===== config.mk =====
export PLATFORM = sky130hd
export DESIGN_NAME = sign_magnitude_alu_unit
export DESIGN_NICKNAME = d
export VERILOG_FILES = /design/src/smalu_pkg.sv /design/src/smalu_cell.sv /design/src/sign_magnitude_alu_unit.sv
export SDC_FILE = /design/constraint.sdc
export NUM_CORES = 1
export LEC_CHECK = 0
export CORE_MARGIN = 5
export CORE_UTILIZATION = 29
export CTS_CLUSTER_SIZE = 12
export DETAILED_ROUTE_END_ITERATION = 7
export DONT_BUFFER_PORTS = 1
export HOLD_SLACK_MARGIN = 0.06
export PLACE_DENSITY_LB_ADDON = 0.25
export SYNTH_ARGS = -nofsm -noshare
export SYNTH_HDL_FRONTEND = slang
export SYNTH_SLANG_ARGS = --single-unit
export TNS_END_PERCENT = 50

===== constraint.sdc =====
create_clock -name clk -period 4 [get_ports clk]
set_input_delay 0.4 -clock clk [delete_from_list [all_inputs] [get_ports clk]]
set_output_delay 0.4 -clock clk [all_outputs]
set_load 0.02 [all_outputs]

===== src/smalu_pkg.sv =====
`timescale 1ns / 1ps
`default_nettype none
package smalu_pkg;
  localparam int DataBits = 8;
  localparam int MagBits  = DataBits - 1;

  typedef enum logic [1:0] {
    MODE_ADD = 2'd0,
    MODE_SUB = 2'd1,
    MODE_MUL = 2'd2,
    MODE_DIV = 2'd3
  } mode_t;

  typedef enum logic [1:0] {
    ST_IDLE,
    ST_RUN,
    ST_DONE
  } state_t;

  // data handed from one iteration cell to the next
  typedef struct packed {
    logic                 is_div;
    logic [MagBits-1:0]   divisor;   // multiplicand or divisor
    logic [MagBits-1:0]   acc;       // partial remainder or high product half
    logic [MagBits-1:0]   sh;        // dividend/quotient or multiplier/low product
  } step_t;
endpackage
`default_nettype wire


===== src/smalu_cell.sv =====
`timescale 1ns / 1ps
`default_nettype none
// One step of shift-add multiply or restoring divide.
module smalu_cell (
  input  wire                  clk,
  input  wire                  rst,
  input  wire                  load,
  input  wire                  en,
  input  smalu_pkg::step_t     din,
  output smalu_pkg::step_t     dout
);
  import smalu_pkg::*;

  step_t              nxt;
  logic [MagBits:0]   sum;
  logic [MagBits:0]   trial;

  always_comb begin
    nxt = din;
    sum = '0;
    trial = '0;
    if (din.is_div) begin
      trial = {din.acc, din.sh[MagBits-1]};
      if (trial >= {1'b0, din.divisor}) begin
        trial = trial - {1'b0, din.divisor};
        nxt.sh = {din.sh[MagBits-2:0], 1'b1};
      end else begin
        nxt.sh = {din.sh[MagBits-2:0], 1'b0};
      end
      nxt.acc = trial[MagBits-1:0];
    end else begin
      sum = {1'b0, din.acc} + (din.sh[0] ? {1'b0, din.divisor} : '0);
      nxt.acc = sum[MagBits:1];
      nxt.sh = {sum[0], din.sh[MagBits-1:1]};
    end
  end

  always_ff @(posedge clk) begin
    if (rst) begin
      dout <= '0;
    end else if (load || en) begin
      dout <= nxt;
    end
  end
endmodule
`default_nettype wire


===== src/sign_magnitude_alu_unit.sv =====
`timescale 1ns / 1ps
`default_nettype none
// Sign-magnitude ALU on 8-bit codes (bit 7 sign): add, subtract, multiply, divide.
// One transaction in, one out. Add and subtract have the result registered in the cycle
// after acceptance; multiply and divide pass through a row of seven iteration
// cells, one per magnitude bit, stepping one cell per cycle, and the result is
// registered on the cycle after the last cell. One operation is in flight at a time:
// the result waits until taken, and the next input is accepted on the cycle after that.
module sign_magnitude_alu_unit (
  input  wire         clk,
  input  wire         rst,
  input  wire         s_tvalid,
  output logic        s_tready,
  input  wire  [23:0] s_tdata,  // mode[1:0], operand_a[9:2], operand_b[17:10], zero pad
  output logic        m_tvalid,
  input  wire         m_tready,
  output logic [31:0] m_tdata   // result[15:0], remainder[22:16], overflow[23],
                                // div_by_zero[24], zero pad
);
  import smalu_pkg::*;

  state_t state, state_next;
  mode_t  mode;
  logic [DataBits-1:0] op_a, op_b;
  logic [2:0] cnt;
  step_t chain [0:MagBits];

  logic [15:0] res;
  logic [6:0]  rem;
  logic        ovf, dz;

  wire accept = s_tvalid && s_tready;
  wire [1:0] in_mode = s_tdata[1:0];
  wire [7:0] in_a = s_tdata[9:2];
  wire [7:0] in_b = s_tdata[17:10];

  always_ff @(posedge clk) begin
    if (accept) begin
      mode <= mode_t'(in_mode);
      op_a <= in_a;
      op_b <= in_b;
    end
  end

  // cell 0 input is the loaded operand set; later cells each run once
  always_comb begin
    chain[0].is_div  = (mode == MODE_DIV);
    chain[0].divisor = op_b[MagBits-1:0];
    chain[0].acc     = '0;
    chain[0].sh      = op_a[MagBits-1:0];
  end

  for (genvar i = 0; i < MagBits; i++) begin : g_cell
    smalu_cell u_cell (
      .clk (clk),
      .rst (rst),
      .load(1'b0),
      .en  (state == ST_RUN && cnt == 3'(i)),
      .din (chain[i]),
      .dout(chain[i+1])
    );
  end

  always_ff @(posedge clk) begin
    if (rst) begin
      state <= ST_IDLE;
      cnt   <= '0;
    end else begin
      state <= state_next;
      if (accept) cnt <= '0;
      else if (state == ST_RUN) cnt <= cnt + 3'd1;
    end
  end

  // last cell is loaded while cnt is MagBits-1, so its output is ready when cnt reaches MagBits
  always_comb begin
    state_next = state;
    s_tready   = 1'b0;
    unique case (state)
      ST_IDLE: begin
        s_tready = 1'b1;
        if (s_tvalid) state_next = ST_RUN;
      end
      ST_RUN: begin
        if (mode == MODE_ADD || mode == MODE_SUB || cnt == 3'(MagBits))
          state_next = ST_DONE;
      end
      ST_DONE: begin
        if (m_tready) state_next = ST_IDLE;
      end
      default: state_next = ST_IDLE;
    endcase
  end

  // add/subtract datapath and result select for all modes
  logic       sa, sb, sx;
  logic [6:0] ma, mb;
  logic [7:0] tot;
  logic [7:0] addr;
  always_comb begin
    sa  = op_a[7];
    sb  = op_b[7] ^ (mode == MODE_SUB);
    ma  = op_a[6:0];
    mb  = op_b[6:0];
    sx  = op_a[7] ^ op_b[7];
    tot = {1'b0, ma} + {1'b0, mb};
    ovf = 1'b0;
    if (sa == sb) begin
      addr = {sa, tot[6:0]};
      ovf  = tot[7];
    end else if (ma > mb) begin
      addr = {sa, ma - mb};
    end else begin
      addr = {sb, mb - ma};
    end
    if (mode == MODE_SUB && addr == 8'h80) addr = 8'h00;
    res = '0;
    rem = '0;
    dz  = 1'b0;
    case (mode)
      MODE_ADD, MODE_SUB: res = {8'h00, addr};
      MODE_MUL: begin
        ovf = 1'b0;
        res = {sx, 1'b0, chain[MagBits].acc, chain[MagBits].sh};
      end
      default: begin
        ovf = 1'b0;
        if (mb == '0) dz = 1'b1;
        else begin
          res = {8'h00, sx, chain[MagBits].sh};
          rem = chain[MagBits].acc;
        end
      end
    endcase
  end

  always_ff @(posedge clk) begin
    if (state == ST_RUN && state_next == ST_DONE)
      m_tdata <= {7'd0, dz, ovf, rem, res};
  end

  assign m_tvalid = (state == ST_DONE);

  property p_out_holds;
    @(posedge clk) disable iff (rst) (m_tvalid && !m_tready) |=> m_tvalid;
  endproperty
  a_out_holds: assert property (p_out_holds) else $error("result dropped");

  property p_no_overlap;
    @(posedge clk) disable iff (rst) m_tvalid |-> !s_tready;
  endproperty
  a_no_overlap: assert property (p_no_overlap) else $error("input taken while busy");

  property p_cnt_range;
    @(posedge clk) disable iff (rst) (state == ST_RUN) |-> (cnt <= 3'(MagBits));
  endproperty
  a_cnt_range: assert property (p_cnt_range) else $error("cell count overrun");
endmodule
`default_nettype wire


; ---- Word-level counts from Yosys, hierarchy flattened
; Index checks and enable logic that the tools add are counted.
[classes]
n_lt_le_gt_ge = 8
addsub = 17
n_mux = 39
shifts = 0
bitwise_logic = 2
mul = 0
div_mod_pow = 0
eq_ne = 15
reduce_logical = 21
[op_table]
columns = op, n
row1 = 2-to-1 mux 14 bit, 7
row2 = 2-to-1 mux 7 bit, 14
row3 = adder 7 x 7 -> 8 bit, 7
row4 = subtractor 7 bit, 8
row5 = >= comparator 8 x 7 -> 1 bit, 6
row6 = 2-to-1 mux 8 bit, 4
row7 = one-hot mux 16 bit (2 select lines), 1
row8 = "== test 3 bit, second input constant", 4
row9 = logical AND 1 bit, 10
row10 = 2-to-1 mux 1 bit, 9
row11 = "== test 2 bit, second input constant", 4
row12 = "== test 8 bit, second input constant", 1
row13 = >= comparator 1 x 7 -> 1 bit, 1
row14 = greater-than comparator 7 bit, 1
row15 = logical NOT 7 bit, 1
row16 = subtractor 1 x 7 -> 7 bit, 1
row17 = "== test 3 x 2 -> 1 bit, second input constant", 2
row18 = 2-to-1 mux 2 bit, 3
row19 = one-hot mux 2 bit (3 select lines), 1
row20 = "== test 2 x 1 -> 1 bit, second input constant", 2
row21 = logical NOT 2 bit, 2
row22 = OR reduction 2 bit, 2
row23 = OR reduction 4 bit, 1
row24 = "adder 3 x 1 -> 3 bit, second input constant", 1
row25 = 7 further kinds, 9
[totals]
mem_bits_rw = 0
reg_bits = 194
input_bits = 28
out_inout_bits = 34
romBits = 0
n_memories = 0
latch_bits = 0

; ---- Logic depth before layout (Yosys ltp)
[depth]
depth_word = 8
depth_mapped = 12
depth_no_buf = 12

; ---- Cells and area by module
; Synthesis repeated with hierarchy kept, for this count alone.
[hier_totals]
cells_unflattened = 1727
area_unflattened_um2 = 14811.7
[by_module_without_submodules]
columns = mod, cells_per_inst, area_per_inst_um2, seq_area_each_um2, n_inst
row1 = smalu_cell at g_cell[2].u_cell ..., 213, 1741.7, 440.4, 5
row2 = sign_magnitude_alu_unit, 259, 2860.2, 1361.3, 1
row3 = smalu_cell at g_cell[1].u_cell, 208, 1662.8, 440.4, 1
row4 = smalu_cell at g_cell[0].u_cell, 195, 1580.3, 440.4, 1

; ---- Least setup slack after synthesis
; Ideal clock, no wire load.
[synth_timing]
path_type = reg-to-reg
start = register op_a[1]
end = register m_tdata[7] (data pin)
required_ps = 3727
arrival_time_ps = 2356
setup_time_ps = 273
path_stages_with_launch = 11
slack_ps = 1371
cell_sequence = edfxtp_1 inv_1 ha_1 nand2b_1 a2111oi_4 nor4_4 nor2_4 o311a_1 o31ai_2 xnor2_1 a41oi_2
[synth_via]
elab_chain_cells = 7
elab_cells_between_ends = 10
classes_between = 3 x add/sub / 1 x order compare / 1 x eq/ne / 4 x mux / 1 x reduce/logical
[synth_rtl]
columns = item, line_no
row1 = from (decl), sign_magnitude_alu_unit.sv:24  ; logic [DataBits-1:0] op_a, op_b;
row2 = from (signal assigned), sign_magnitude_alu_unit.sv:40  ; op_a <= in_a;
row3 = subtractor 7 bit (tied with other cells), sign_magnitude_alu_unit.sv:114  ; addr = {sb, mb - ma};
row4 = 2-to-1 mux 8 bit, sign_magnitude_alu_unit.sv:111  ; end else if (ma > mb) begin
row5 = 2-to-1 mux 8 bit (*), sign_magnitude_alu_unit.sv:108  ; if (sa == sb) begin
row6 = == test 8 bit, sign_magnitude_alu_unit.sv:116  ; if (mode == MODE_SUB && addr == 8'h80) addr = 8'h00;
row7 = logical AND 1 bit, sign_magnitude_alu_unit.sv:116
row8 = 2-to-1 mux 8 bit (*), sign_magnitude_alu_unit.sv:116
row9 = one-hot mux 16 bit (2 select lines) (*), sign_magnitude_alu_unit.sv:120  ; case (mode)
row10 = net res[7], sign_magnitude_alu_unit.sv:28  ; logic [15:0] res;
row11 = to (signal assigned), sign_magnitude_alu_unit.sv:139  ; m_tdata <= {7'd0, dz, ovf, rem, res};
row12 = to (decl), sign_magnitude_alu_unit.sv:17  ; output logic [31:0] m_tdata
; The timed path passes the listed nets; every way through them passes the cells marked *.
; A chain may end at the register's enable or synchronous reset.

; ---- Final worst setup path
[layout_timing]
start = register op_b[3]
end = register m_tdata[7] (data pin)
[layout_via]
elab_chain_cells = 7
elab_cells_between_ends = 12
classes_between = 3 x add/sub / 1 x order compare / 1 x eq/ne / 5 x mux / 2 x reduce/logical
[layout_rtl]
columns = item, line_no
row1 = from (decl), sign_magnitude_alu_unit.sv:24
row2 = from (signal assigned), sign_magnitude_alu_unit.sv:41  ; op_b <= in_b;
row3 = subtractor 7 bit (tied with other cells), sign_magnitude_alu_unit.sv:114
row4 = 2-to-1 mux 8 bit, sign_magnitude_alu_unit.sv:111
row5 = 2-to-1 mux 8 bit, sign_magnitude_alu_unit.sv:108
row6 = == test 8 bit, sign_magnitude_alu_unit.sv:116
row7 = logical AND 1 bit, sign_magnitude_alu_unit.sv:116
row8 = 2-to-1 mux 8 bit, sign_magnitude_alu_unit.sv:116
row9 = one-hot mux 16 bit (2 select lines) (*), sign_magnitude_alu_unit.sv:120
row10 = net res[7], sign_magnitude_alu_unit.sv:28
; Marked as above.

==> run_summary.xml <==
<?xml version="1.0" encoding="UTF-8"?>
<metrics>
  <group name="place">
    <metric name="portBuffers" unit="">0</metric>
    <metric name="placement.cell_area" unit="mm^2">0.0132</metric>
    <metric name="gp_congestion" unit="">0.840</metric>
    <metric name="dp_slack" unit="ns">0.896</metric>
    <metric name="placed_insts" unit="">2027</metric>
    <metric name="final_hpwl_from_detailed_placement" unit="mm">23.3</metric>
  </group>
  <group name="synthesis">
    <metric name="postSynthAreaPerCell" unit="um^2">8.43</metric>
    <metric name="synth_enable_flop_cells" unit="">42</metric>
    <metric name="synth_cells" unit="">1505</metric>
    <metric name="async_flop_share" unit="%">0</metric>
    <metric name="yosysSeqAreaShare" unit="%">33.8</metric>
    <metric name="synth-seq-cells" unit="">193</metric>
    <metric name="post_synth_num_cell_types" unit="">68</metric>
    <metric name="synth_flop_cell" unit="">sky130_fd_sc_hd__dfxtp_1</metric>
    <metric name="mappedNetlistArea" unit="mm^2">0.0127</metric>
    <metric name="yosys_warnings" unit="">0</metric>
  </group>
  <group name="worst_setup_path">
    <metric name="endpoint_kind" unit="">register</metric>
    <metric name="timing.critical_path.cells" unit="">ha_1 -&gt; nand2_1 -&gt; a2111oi_4 -&gt; or4_1 -&gt; nand3_1 -&gt; a31oi_1 -&gt; xor2_1 -&gt; and4_1 -&gt; a41oi_2</metric>
    <metric name="critPathLaunch" unit="">op_b[3]$_DFFE_PP_</metric>
    <metric name="regToRegStartpoint" unit="">op_b[3]$_DFFE_PP_</metric>
    <metric name="critical_path.top_delay_family" unit="">simple AND/OR/NAND/NOR gates</metric>
    <metric name="worstPathArrival" unit="ns">3.35</metric>
    <metric name="critPathBufInv" unit="">0</metric>
    <metric name="cpPeakStageDelay" unit="ns">0.56</metric>
    <metric name="critical_path.slowest_cell" unit="">sky130_fd_sc_hd__ha_1</metric>
    <metric name="criticalPathCategory" unit="">reg2reg</metric>
    <metric name="worst-path-max-fanout" unit="">9</metric>
    <metric name="startpoint_type" unit="">register</metric>
    <metric name="worst_ep_required_time" unit="ns">4.18</metric>
  </group>
  <group name="timing">
    <metric name="minimum_hold_slack" unit="ns">0.106</metric>
    <metric name="post-route-min-period" unit="ns">3.17</metric>
    <metric name="final.setup_skew" unit="ns">0.0152</metric>
    <metric name="slew-limit-headroom" unit="%">25.7</metric>
    <metric name="setup_total_negative_slack" unit="ns">0</metric>
    <metric name="slew_at_the_pin_with_the_worst_max_slew_slack" unit="ns">1.11</metric>
    <metric name="report.final.slew_viol_count" unit="">0</metric>
    <metric name="grt_setup_unrepaired" unit="">false</metric>
    <metric name="finalHoldViolations" unit="">0</metric>
    <metric name="fmaxAchievable" unit="GHz">0.315</metric>
    <metric name="worst_path_setup_slack_after_routing" unit="ns">0.830</metric>
    <metric name="setup_viol_count_final" unit="">0</metric>
    <metric name="post-route-period-util" unit="%">79.3</metric>
  </group>
  <group name="floorplanning">
    <metric name="floorplan.die.width" unit="um">219</metric>
    <metric name="io_pins" unit="">62</metric>
    <metric name="row_count" unit="">76</metric>
    <metric name="starting_density" unit="%">29.4</metric>
    <metric name="die_height" unit="um">219</metric>
    <metric name="placeableCoreArea" unit="mm^2">0.0432</metric>
    <metric name="die_area" unit="mm^2">0.0480</metric>
  </group>
  <group name="drt">
    <metric name="met1Wirelength" unit="mm">15.7</metric>
    <metric name="detailed_routed_wire_length_on_met2" unit="mm">15.0</metric>
    <metric name="route.met3.wl" unit="um">738</metric>
    <metric name="final_routed_wirelength" unit="mm">31.7</metric>
    <metric name="topmost_layer_with_routed_signal_wires" unit="">met4</metric>
    <metric name="detail_route.vias_per_cell" unit="">4.91</metric>
    <metric name="detail_route.wl_per_cell" unit="um">15.2</metric>
    <metric name="detailedRoute.firstIterationViolations" unit="">484</metric>
    <metric name="num_vias" unit="">10212</metric>
    <metric name="drtAntennaViolNets" unit="">0</metric>
    <metric name="drc" unit="">0</metric>
    <metric name="drt-pass1-iter-count" unit="">5</metric>
  </group>
  <group name="layout">
    <metric name="areaGrowthSynthToFinish" unit="%">11.0</metric>
    <metric name="fraction_of_layout_cells_with_a_size_suffix_above_1" unit="%">5.15</metric>
    <metric name="final_cells" unit="">2081</metric>
    <metric name="num_antenna_cells" unit="">0</metric>
    <metric name="fin_util" unit="%">32.6</metric>
    <metric name="layout.area.seq" unit="mm^2">0.00428</metric>
    <metric name="design.final.nets" unit="">1640</metric>
    <metric name="layout.filler_cells" unit="">4616</metric>
    <metric name="final_area" unit="mm^2">0.0141</metric>
    <metric name="multi_input_comb_area" unit="mm^2">0.00763</metric>
  </group>
  <group name="status">
    <metric name="run_status" unit="">completed</metric>
  </group>
  <group name="grt">
    <metric name="first_global_vias" unit="">10031</metric>
    <metric name="grt_use_total" unit="%">13.4</metric>
    <metric name="overflow" unit="">0</metric>
    <metric name="grt_first_pass_wirelength" unit="mm">52.6</metric>
    <metric name="grt_start_max_net_pins" unit="">52</metric>
    <metric name="grt_antenna_before_repair" unit="">1</metric>
  </group>
  <group name="cts">
    <metric name="max-clock-path-buffers" unit="">2</metric>
    <metric name="post_cts_buffers" unit="">0</metric>
    <metric name="cts_made_buffers" unit="">17</metric>
    <metric name="clk_pin_slew" unit="ns">0.08</metric>
    <metric name="clock_tree.root_cell" unit="">sky130_fd_sc_hd__clkbuf_16</metric>
    <metric name="tritoncts" unit="">yes</metric>
    <metric name="tritoncts_num_sinks" unit="">193</metric>
    <metric name="htree_num_levels" unit="">4</metric>
    <metric name="insertion_delay_of_the_later_clocked_pin_in_the_worst_skew_pair" unit="ns">0.44</metric>
  </group>
  <group name="run">
    <metric name="cap_violations" unit="">0</metric>
  </group>
  <group name="worst_hold_path">
    <metric name="worstHoldPathType" unit="">in2reg</metric>
    <metric name="timing.hold.worst.start" unit="">rst</metric>
  </group>
  <group name="pwr">
    <metric name="report.power.total" unit="mW">4.56</metric>
    <metric name="static-leakage-power" unit="nW">5.26</metric>
    <metric name="power_density" unit="mW/mm^2">324</metric>
    <metric name="max-vdd-ir-drop" unit="mV">0.351</metric>
  </group>
</metrics>
## power by group
group	total (mW)	switching [mW]	internal, mW
logic	0.598	0.369	0.230
clock network	1.85	0.834	1.01
registers	2.11	0.0706	2.04
## what timing repair did
item,4_1_cts,5_1_grt
hold buffers,22,0
resized for setup,0,0
hold endpoints to repair,69,0
## registers in the layout (all words and copies together), names as in the netlist
signal,flops
g_cell.u_cell.dout,146
m_tdata,24
op_a,8
op_b,8
cnt,3
mode,2
state,2
## placed cells by master (no fill, tap or decap), drive strengths merged, types with 12 or more instances in the layout
cell type	n
xnor2	33
nor2b	33
o21bai	12
mux2i	53
inv	123
a21o	21
edfxtp	42
nand3	34
nor2	135
clkbuf	18
ha	114
dlygate4sd3	19
fa	15
buf	17
xor2	16
a21oi	120
o21ai	63
dfxtp	151
nor3	27
and2	51
a211oi	66
o21a	13
a311oi	12
nand2	162
## metal layers
| layer | vias up | track usage, % |
|---|---|---|
| met5 | - | 0 |
| met2 | 113 | 22.7 |
| li1 | 5207 | - |
| met3 | 20 | 1.81 |
| met4 | 0 | 2.93 |
| met1 | 4872 | 18.3 |
## area by class of cell
class	instances	share of cell area, %
Inverter	117	3.12
Clock inverter	14	1.41
Timing Repair Buffer	36	2.58
Tap cell	585	5.20
Sequential cell	193	30.4
Multi-Input combinational cell	1118	54.2
Clock buffer	18	3.05
## synthesized netlist by cell type (6+ instances only)
cell / instances / area share [%]
sky130_fd_sc_hd__ha_1: 114 / 11
sky130_fd_sc_hd__and2_1: 51 / 2.5
sky130_fd_sc_hd__a21oi_1: 118 / 4.7
sky130_fd_sc_hd__xnor2_1: 33 / 2.3
sky130_fd_sc_hd__o211ai_1: 8 / 0.47
sky130_fd_sc_hd__buf_4: 10 / 0.59
sky130_fd_sc_hd__fa_1: 15 / 2.4
sky130_fd_sc_hd__o21bai_1: 12 / 0.71
sky130_fd_sc_hd__nor4_1: 6 / 0.30
sky130_fd_sc_hd__a211oi_1: 66 / 3.9
sky130_fd_sc_hd__xor2_1: 16 / 1.1
sky130_fd_sc_hd__mux2_2: 9 / 0.80
sky130_fd_sc_hd__edfxtp_1: 42 / 9.9
sky130_fd_sc_hd__a31oi_1: 9 / 0.44
sky130_fd_sc_hd__nand4_1: 8 / 0.39
sky130_fd_sc_hd__nor2b_1: 33 / 1.6
sky130_fd_sc_hd__and3_1: 6 / 0.30
sky130_fd_sc_hd__clkbuf_1: 69 / 2.0
sky130_fd_sc_hd__a21boi_0: 9 / 0.53
sky130_fd_sc_hd__o21ai_1: 6 / 0.24
sky130_fd_sc_hd__nor3_1: 27 / 1.1
sky130_fd_sc_hd__nand2_1: 162 / 4.8
sky130_fd_sc_hd__nand2b_1: 10 / 0.49
sky130_fd_sc_hd__nand3_1: 34 / 1.3
sky130_fd_sc_hd__a311oi_1: 12 / 0.83
sky130_fd_sc_hd__nor2_1: 132 / 3.9
sky130_fd_sc_hd__a21o_1: 21 / 1.2
sky130_fd_sc_hd__inv_1: 117 / 3.5
sky130_fd_sc_hd__o21a_1: 13 / 0.77
sky130_fd_sc_hd__o21ai_0: 56 / 2.2
sky130_fd_sc_hd__dfxtp_1: 151 / 24
sky130_fd_sc_hd__mux2i_1: 53 / 4.2
## logic make-up (layout without fill, tap and decap cells)
family,count (synthesis),after routing,synth area share (%)
simple gates,483,483,17.7
mux,62,62,4.98
compound gates,387,387,20.2
xor+xnor,49,49,3.38
other cells,1,8,0.0296
fa+ha+maj,129,129,13.6
buf+inv,201,185,6.27
flops,193,193,33.8
## final timing paths
check | end | slack, ns | cells past startpoint
max reg2reg | m_tdata[7]$_DFFE_PP_ | 0.83 | 9
max | m_tdata[7]$_DFFE_PP_ | 0.83 | 9
min reg2reg | g_cell[6].u_cell.dout[0]$_SDFFE_PP0P_ | 0.46 | 2
min | g_cell[5].u_cell.dout[12]$_SDFFE_PP0P_ | 0.11 | 1
Note: power is estimated with default switching activity, not from simulation.
